File: src/design/msdt_pkg.sv
// ----------------------------------------------------------------------------
// msdt_pkg
// shared widths, constants and sequencer states of the deadline timer
// ----------------------------------------------------------------------------
`default_nettype none

package msdt_pkg;

   // tick counter and deadline width
   localparam int COUNT_WIDTH = 64;
   // dividend width of the shared divider
   localparam int DIV_WIDTH   = 64;
   localparam int STEP_WIDTH  = $clog2(DIV_WIDTH);
   localparam int FREQ_WIDTH  = 32;
   localparam int MS_WIDTH    = 32;

   localparam logic [FREQ_WIDTH-1:0] FREQ_RESET = FREQ_WIDTH'(1000000);
   localparam logic [FREQ_WIDTH-1:0] MS_PER_SEC = FREQ_WIDTH'(1000);

   typedef enum logic [5:0] {
      ST_IDLE  = 6'b000001,
      ST_DIV   = 6'b000010,
      ST_ADD   = 6'b000100,
      ST_CMP   = 6'b001000,
      ST_SCALE = 6'b010000,
      ST_OUT   = 6'b100000
   } state_type;

endpackage

`default_nettype wire

File: src/design/msdt_req_if.sv
// ----------------------------------------------------------------------------
// msdt_req_if
// input item channel of the deadline timer: tick or arm
// ----------------------------------------------------------------------------
`default_nettype none

interface msdt_req_if;

   logic                         valid;
   logic                         ready;
   logic                         func;
   logic [msdt_pkg::MS_WIDTH-1:0] arm_ms;

   modport source (output valid, output func, output arm_ms, input ready);
   modport sink   (input valid, input func, input arm_ms, output ready);

endinterface

`default_nettype wire

File: src/design/msdt_rsp_if.sv
// ----------------------------------------------------------------------------
// msdt_rsp_if
// result item channel of the deadline timer: expired flag and time left
// ----------------------------------------------------------------------------
`default_nettype none

interface msdt_rsp_if;

   logic                         valid;
   logic                         ready;
   logic                         expired;
   logic [msdt_pkg::MS_WIDTH-1:0] remaining_ms;

   modport source (output valid, output expired, output remaining_ms, input ready);
   modport sink   (input valid, input expired, input remaining_ms, output ready);

endinterface

`default_nettype wire

File: src/design/ms_deadline_timer.sv
// ----------------------------------------------------------------------------
// ms_deadline_timer - one-shot deadline timer over a free-running tick counter
// tick counts, arm divides and adds; both then compare, and scale and divide unless expired
// throughput: one item at a time, set by the 64-step shared divider loop
// reset: synchronous; counter and deadline 0 (reads expired), freq 1000000
// ----------------------------------------------------------------------------
`default_nettype none

module ms_deadline_timer (
   input  wire logic                             clock,
   input  wire logic                             reset,
   msdt_req_if.sink                              req_ch,
   msdt_rsp_if.source                            rsp_ch,
   input  wire logic                             csr_we,
   input  wire logic [msdt_pkg::FREQ_WIDTH-1:0]  csr_wdata
);

   // sequencer
   msdt_pkg::state_type                 state_ff, state_in;
   logic [msdt_pkg::STEP_WIDTH-1:0]     step_ff, step_in;
   // set while the divider works out the arm span, clear for the time left
   logic                                arm_phase_ff, arm_phase_in;

   // timer state and the frequency register
   logic [msdt_pkg::COUNT_WIDTH-1:0]    count_ff, count_in;
   logic [msdt_pkg::COUNT_WIDTH-1:0]    deadline_ff, deadline_in;
   logic [msdt_pkg::FREQ_WIDTH-1:0]     freq_ff, freq_in;

   // shared restoring divider: dividend shifts out, quotient shifts in
   logic [msdt_pkg::DIV_WIDTH-1:0]      div_ff, div_in;
   logic [msdt_pkg::FREQ_WIDTH-1:0]     dsr_ff, dsr_in;
   logic [msdt_pkg::FREQ_WIDTH-1:0]     rem_ff, rem_in;

   // compare results
   logic [msdt_pkg::COUNT_WIDTH-1:0]    diff_ff, diff_in;
   logic                                expired_ff, expired_in;

   // output register
   logic                                rsp_valid_ff, rsp_valid_in;
   logic                                rsp_expired_ff, rsp_expired_in;
   logic [msdt_pkg::MS_WIDTH-1:0]       rsp_ms_ff, rsp_ms_in;

   // datapath helpers
   logic [msdt_pkg::FREQ_WIDTH:0]       div_shift;
   logic                                div_ge;
   logic [msdt_pkg::FREQ_WIDTH-1:0]     div_sub;
   logic [msdt_pkg::COUNT_WIDTH:0]      cmp_sub;
   logic [msdt_pkg::DIV_WIDTH-1:0]      arm_prod;
   logic [msdt_pkg::DIV_WIDTH-1:0]      scaled;

   // one divider step: bring down the next dividend bit, subtract if it fits
   // a zero divisor always fits, giving an all-ones quotient
   assign div_shift = {rem_ff, div_ff[msdt_pkg::DIV_WIDTH-1]};
   assign div_ge    = div_shift >= {1'b0, dsr_ff};
   // the difference is below the divisor whenever it is kept
   assign div_sub   = div_shift[msdt_pkg::FREQ_WIDTH-1:0] - dsr_ff;

   // deadline minus counter; a borrow or a zero difference means expired
   assign cmp_sub = {1'b0, deadline_ff} - {1'b0, count_ff};

   // 32 x 32 product of frequency and delay, fits the 64-bit dividend
   assign arm_prod = msdt_pkg::DIV_WIDTH'(freq_ff) * msdt_pkg::DIV_WIDTH'(req_ch.arm_ms);

   // ticks left times 1000, wrapping at the dividend width
   assign scaled = msdt_pkg::DIV_WIDTH'(diff_ff) * msdt_pkg::DIV_WIDTH'(msdt_pkg::MS_PER_SEC);

   // only the idle sequencer takes an item
   assign req_ch.ready = (state_ff == msdt_pkg::ST_IDLE);

   assign rsp_ch.valid        = rsp_valid_ff;
   assign rsp_ch.expired      = rsp_expired_ff;
   assign rsp_ch.remaining_ms = rsp_ms_ff;

   always_comb begin
      state_in       = state_ff;
      step_in        = step_ff;
      arm_phase_in   = arm_phase_ff;
      count_in       = count_ff;
      deadline_in    = deadline_ff;
      freq_in        = freq_ff;
      div_in         = div_ff;
      dsr_in         = dsr_ff;
      rem_in         = rem_ff;
      diff_in        = diff_ff;
      expired_in     = expired_ff;
      rsp_expired_in = rsp_expired_ff;
      rsp_ms_in      = rsp_ms_ff;
      // a waiting result leaves once taken
      rsp_valid_in   = rsp_valid_ff & ~rsp_ch.ready;

      if (csr_we) begin
         freq_in = csr_wdata;
      end

      case (state_ff)
         msdt_pkg::ST_IDLE: begin
            if (req_ch.valid) begin
               if (req_ch.func) begin
                  // arm: span = freq * ms / 1000 through the divider
                  div_in       = arm_prod;
                  dsr_in       = msdt_pkg::MS_PER_SEC;
                  rem_in       = '0;
                  step_in      = '0;
                  arm_phase_in = 1'b1;
                  state_in     = msdt_pkg::ST_DIV;
               end else begin
                  // tick: counter wraps at its width
                  count_in = count_ff + msdt_pkg::COUNT_WIDTH'(1);
                  state_in = msdt_pkg::ST_CMP;
               end
            end
         end

         msdt_pkg::ST_DIV: begin
            div_in  = {div_ff[msdt_pkg::DIV_WIDTH-2:0], div_ge};
            rem_in  = div_ge ? div_sub
                             : div_shift[msdt_pkg::FREQ_WIDTH-1:0];
            step_in = step_ff + msdt_pkg::STEP_WIDTH'(1);
            if (step_ff == msdt_pkg::STEP_WIDTH'(msdt_pkg::DIV_WIDTH - 1)) begin
               state_in = arm_phase_ff ? msdt_pkg::ST_ADD : msdt_pkg::ST_OUT;
            end
         end

         msdt_pkg::ST_ADD: begin
            // new deadline from the current counter, arm does not tick
            deadline_in = count_ff + div_ff[msdt_pkg::COUNT_WIDTH-1:0];
            state_in    = msdt_pkg::ST_CMP;
         end

         msdt_pkg::ST_CMP: begin
            diff_in    = cmp_sub[msdt_pkg::COUNT_WIDTH-1:0];
            expired_in = cmp_sub[msdt_pkg::COUNT_WIDTH]
                         | (cmp_sub[msdt_pkg::COUNT_WIDTH-1:0] == '0);
            state_in   = expired_in ? msdt_pkg::ST_OUT : msdt_pkg::ST_SCALE;
         end

         msdt_pkg::ST_SCALE: begin
            // time left: ticks * 1000 / freq
            div_in       = scaled;
            dsr_in       = freq_ff;
            rem_in       = '0;
            step_in      = '0;
            arm_phase_in = 1'b0;
            state_in     = msdt_pkg::ST_DIV;
         end

         msdt_pkg::ST_OUT: begin
            // hold here while an earlier result still waits
            if (!rsp_valid_ff || rsp_ch.ready) begin
               rsp_valid_in   = 1'b1;
               rsp_expired_in = expired_ff;
               rsp_ms_in      = expired_ff ? '0 : div_ff[msdt_pkg::MS_WIDTH-1:0];
               state_in       = msdt_pkg::ST_IDLE;
            end
         end

         default: begin
            state_in = msdt_pkg::ST_IDLE;
         end
      endcase
   end

   // control and timer state
   always_ff @(posedge clock) begin
      if (reset) begin
         state_ff     <= msdt_pkg::ST_IDLE;
         step_ff      <= '0;
         arm_phase_ff <= 1'b0;
         count_ff     <= '0;
         deadline_ff  <= '0;
         freq_ff      <= msdt_pkg::FREQ_RESET;
         rsp_valid_ff <= 1'b0;
      end else begin
         state_ff     <= state_in;
         step_ff      <= step_in;
         arm_phase_ff <= arm_phase_in;
         count_ff     <= count_in;
         deadline_ff  <= deadline_in;
         freq_ff      <= freq_in;
         rsp_valid_ff <= rsp_valid_in;
      end
   end

   // payload, no reset needed
   always_ff @(posedge clock) begin
      div_ff         <= div_in;
      dsr_ff         <= dsr_in;
      rem_ff         <= rem_in;
      diff_ff        <= diff_in;
      expired_ff     <= expired_in;
      rsp_expired_ff <= rsp_expired_in;
      rsp_ms_ff      <= rsp_ms_in;
   end

endmodule

`default_nettype wire

File: src/flat_wrapper.sv
// flat-port wrapper written by rule: the top's interface ports become plain ports
module ms_deadline_timer_flat 
  (clock, reset, csr_we, csr_wdata, req_ch_valid, req_ch_func, req_ch_arm_ms, req_ch_ready, rsp_ch_valid, rsp_ch_expired, rsp_ch_remaining_ms, rsp_ch_ready);
  msdt_req_if req_ch_i ();
  msdt_rsp_if rsp_ch_i ();
  input  wire logic clock;
  input  wire logic reset;
  input  wire logic csr_we;
  input  wire logic [msdt_pkg::FREQ_WIDTH-1:0] csr_wdata;
  input wire logic [$bits(req_ch_i.valid)-1:0] req_ch_valid;
  input wire logic [$bits(req_ch_i.func)-1:0] req_ch_func;
  input wire logic [$bits(req_ch_i.arm_ms)-1:0] req_ch_arm_ms;
  output wire logic [$bits(req_ch_i.ready)-1:0] req_ch_ready;
  output wire logic [$bits(rsp_ch_i.valid)-1:0] rsp_ch_valid;
  output wire logic [$bits(rsp_ch_i.expired)-1:0] rsp_ch_expired;
  output wire logic [$bits(rsp_ch_i.remaining_ms)-1:0] rsp_ch_remaining_ms;
  input wire logic [$bits(rsp_ch_i.ready)-1:0] rsp_ch_ready;
  assign req_ch_i.valid = req_ch_valid;
  assign req_ch_i.func = req_ch_func;
  assign req_ch_i.arm_ms = req_ch_arm_ms;
  assign req_ch_ready = req_ch_i.ready;
  assign rsp_ch_valid = rsp_ch_i.valid;
  assign rsp_ch_expired = rsp_ch_i.expired;
  assign rsp_ch_remaining_ms = rsp_ch_i.remaining_ms;
  assign rsp_ch_i.ready = rsp_ch_ready;
  ms_deadline_timer u_core (.clock(clock), .reset(reset), .req_ch(req_ch_i), .rsp_ch(rsp_ch_i), .csr_we(csr_we), .csr_wdata(csr_wdata));
endmodule
File: config.mk
export PLATFORM = sky130hd
export DESIGN_NAME = ms_deadline_timer_flat
export DESIGN_NICKNAME = d
export VERILOG_FILES = /design/src/design/msdt_pkg.sv /design/src/design/msdt_req_if.sv /design/src/design/msdt_rsp_if.sv /design/src/design/ms_deadline_timer.sv /design/src/flat_wrapper.sv
export SDC_FILE = /design/constraint.sdc
export NUM_CORES = 2
export LEC_CHECK = 0
export ABC_AREA = 0
export BUFFER_PORTS_ARGS = -buffer_cell sky130_fd_sc_hd__buf_2
export CORE_ASPECT_RATIO = 1.2
export CORE_MARGIN = 2
export CORE_UTILIZATION = 41
export CTS_CLUSTER_DIAMETER = 80
export CTS_CLUSTER_SIZE = 12
export DETAILED_ROUTE_END_ITERATION = 8
export GPL_ROUTABILITY_DRIVEN = 0
export GPL_TIMING_DRIVEN = 1
export PLACE_DENSITY = 0.64
export SLEW_MARGIN = 20
export SYNTH_ARGS = -nofsm -noshare
export SYNTH_HDL_FRONTEND = slang
export SYNTH_SLANG_ARGS = --single-unit
File: constraint.sdc
create_clock -name clock -period 9.5 [get_ports clock]
set_input_delay 0 -clock clock [delete_from_list [all_inputs] [get_ports clock]]
set_output_delay 0 -clock clock [all_outputs]
set_load 0.005 [all_outputs]
==> flow_summary_export.csv <==
group,metric,value,unit
status,status,"complete, no violations",
timing,worst_pin_slew,1.332,ns
timing,rsz0062_at_grt,"false",
critical_path,critPathKind,"reg -> reg",
final_layout,multiInputGateArea,51570,um^2
die,die_h,450.1,um
clock_tree,root_buffer,"clkbuf_16",
clock_tree,htree_levels,2,
logic_synthesis,synth.net_count,9292,
critical_path,cp-start-kind,"register",
die,io_pins,105,
critical_path,reg2regPathDepth,25,
critical_path,worstPathArrival,9.25,ns
critical_path,critPathTopFamily,"adder cells",
timing,setup_viol,0,
logic_synthesis,ys_types,89,
logic_synthesis,ys_ff_latch,397,
final_layout,regArea,10180,um^2
route,wl_per_cell,20.17,um
clock_tree,clk_latency,0.68,ns
timing,finClkSkew,0.03310,ns
logic_synthesis,synth_edf_count,223,
logic_synthesis,synthCells,7560,
critical_path,worst_path_most_repeated_cell,"fa_1",
timing,finalCritPeriodShare,91.95,%
critical_path,crit_buf_inv,3,
die,fp.dieW,375.8,um
worst_hold_path,hold_path_depth,4,
timing,hold_violations,0,
route,dr_total_vias,52807,
placed_design,hpwl,160.1,mm
route,wl,194.5,mm
critical_path,cp-end-kind,"register",
die,core,164600,um^2
flow_run,max-cap-violations,0,
logic_synthesis,synth.most_common_cell,"inv_1",
final_layout,syn_to_final_growth,6.282,%
logic_synthesis,synth.largest_area_cell,"fa_1",
critical_path,cp.required,10.02,ns
route,drt_first_pass_iters,6,
logic_synthesis,async_flop_share,0,%
route,drt_iter0_drc,3396,
logic_synthesis,synth_top_area_share,32.91,%
placed_design,numPortBuffers,104,
critical_path,crit_path_max_incr_delay,0.97,ns
final_layout,post-route-util,43.91,%
logic_synthesis,ys_top_cells_by_count,"inv_1, fa_1, nand2_1",
die,dieArea,169100,um^2
critical_path,cpMaxStageDelayCell,"dfxtp_1",
grt,grt_max_degree,71,
grt,grt_pass1_wl,309.5,mm
clock_tree,cts.sinks,397,
timing,setup_tns,0,ns
grt,antenna_found_initial,13,
timing,max_freq,0.1145,GHz
die,fp-row-count,163,
final_layout,drive_above_1_share,4.126,%
die,initial_core_util,41.32,%
clock_tree,cts_made_buffers,45,
clock_tree,cts.reportedPaths.clkPinSlew,0.07,ns
logic_synthesis,synth_ff_type,"edfxtp_1",
logic_synthesis,ys_warn_count,0,
worst_hold_path,hp-class,"in -> reg",
route,detail-route-antenna-nets,0,
clock_tree,cts_buffer_depth,3,
clock_tree,cts_tree,"yes",
final_layout,fin_nets,9188,
clock_tree,ctsResizeCount,0,
logic_synthesis,syn_area,68000,um^2
grt,grt_usage,23.16,%
critical_path,path_depth,25,
logic_synthesis,synth_area_leaders,"fa_1, ha_1, edfxtp_1",
grt,grt_pass1_vias,55769,
grt,grt-ovfl-total,0,
timing,layout_min_cycle_time,8.735,ns
final_layout,fill_cells,15787,
route,drc,0,
logic_synthesis,synth-seq-area-share,14.97,%
critical_path,worstPathMaxFanout,23,
timing,drv_slew,0,
timing,relSlewSlack,8.887,%
route,viasPerCell,5.477,
logic_synthesis,avgSynthCellArea,8.995,um^2
timing,whs,0.1150,ns
## worst paths after layout
check | endpoint | from | slack (ns)
min | u_core.freq_ff[21] | csr_wdata[21] | 0.11
max | u_core.div_ff[63] | u_core.freq_ff[5] | 0.77
min reg2reg | u_core.state_ff[2] | u_core.arm_phase_ff | 0.46
max reg2reg | u_core.div_ff[63] | u_core.freq_ff[5] | 0.77
## state kept, by name, indices dropped and copies added (netlist names)
name,cells
u_core.div_ff,64
u_core.rem_ff,32
u_core.dsr_ff,32
u_core.step_ff,6
u_core.rsp_ch.valid,1
u_core.state_ff,6
u_core.rsp_ch.expired,1
u_core.expired_ff,1
u_core.arm_phase_ff,1
u_core.freq_ff,32
u_core.deadline_ff,64
u_core.diff_ff,61
u_core.count_ff,64
u_core.rsp_ch.remaining_ms,32
## worst reg2reg max path: stages, from the launching register on
cell and delay, ns:
dfxtp_1 0.97, buf_4 0.34, and2_1 0.16, fa_1 0.43, fa_1 0.51, inv_1 0.05, fa_1 0.47, fa_1 0.49
inv_1 0.04, ha_1 0.27, ha_1 0.30, fa_1 0.50, fa_1 0.41, ha_1 0.39, o21a_1 0.18, o211ai_1 0.14
nand2b_1 0.18, o211ai_1 0.21, a221o_1 0.31, a211o_1 0.28, o2111a_1 0.33, o21bai_1 0.17, a2111oi_0 0.76, o211ai_1 0.19
a2111o_1 0.45, nand3_1 0.07
## cell type report
| type | count | share of cell area, % |
|---|---|---|
| clock buffers | 68 | 1.735 |
| inverters | 1294 | 6.721 |
| clock inverters | 13 | 0.2181 |
| flip-flops and latches | 397 | 14.09 |
| diodes | 6 | 0.02077 |
| repair buffers | 224 | 2.152 |
| multi-input cells | 5494 | 71.35 |
| well taps | 2145 | 3.714 |
## per-layer routing
layer,GRT usage [%],part of all wire [%],vias up
met5,0,0.042,-
met3,2.572,5.5,387
li1,-,-,23998
met2,39.88,48,1627
met4,9.431,4.5,12
met1,29.57,42,26783
## stage by stage
step | worst slack [ns] | cells | instance area, um^2
after global placement | 0.9817 | 9518 | 70480
after floorplan | 1.913 | 7560 | 68000
after detailed placement | 0.8632 | 9518 | 70480
after global routing | 0.1659 | 9636 | 72260
final | 0.7650 | 9641 | 72270
after CTS | 0.7891 | 9634 | 72250
## cell usage in the layout (no fill, tap or decap), types with 53 or more instances in the layout
cell type  instances
nand4_1           79
buf_4             81
a21o_1           187
dfxtp_1          173
nor3_1            78
nand2_1          804
and2_1           643
nor2b_1           66
xor2_1            86
a211oi_1          53
fa_1            1118
nor2_1           310
inv_1           1292
ha_1             544
o21ai_0          201
xnor2_1          204
buf_2            103
edfxtp_1         223
nand3_1           89
a21oi_1          363
## kinds of logic (layout without fill, tap and decap cells)
logic type | count (synthesis) | count (layout) | share of synthesized area, %
compound gates | 1174 | 1174 | 11.22
flops | 397 | 397 | 14.97
mux | 50 | 50 | 0.7434
fa+ha+maj | 1662 | 1662 | 42.92
buf+inv | 1669 | 1599 | 9.237
xor+xnor | 290 | 290 | 3.735
other cells | 0 | 6 | 0
simple gates | 2318 | 2318 | 17.17
## what timing repair did
action	CTS	global route
buffers inserted	0	0
hold buffers	35	1
endpoints found under the hold margin	90	1
Power is left out: the tool's default activity adds up to more than one toggle a clock period on the data nets, which glitch-free logic cannot reach.
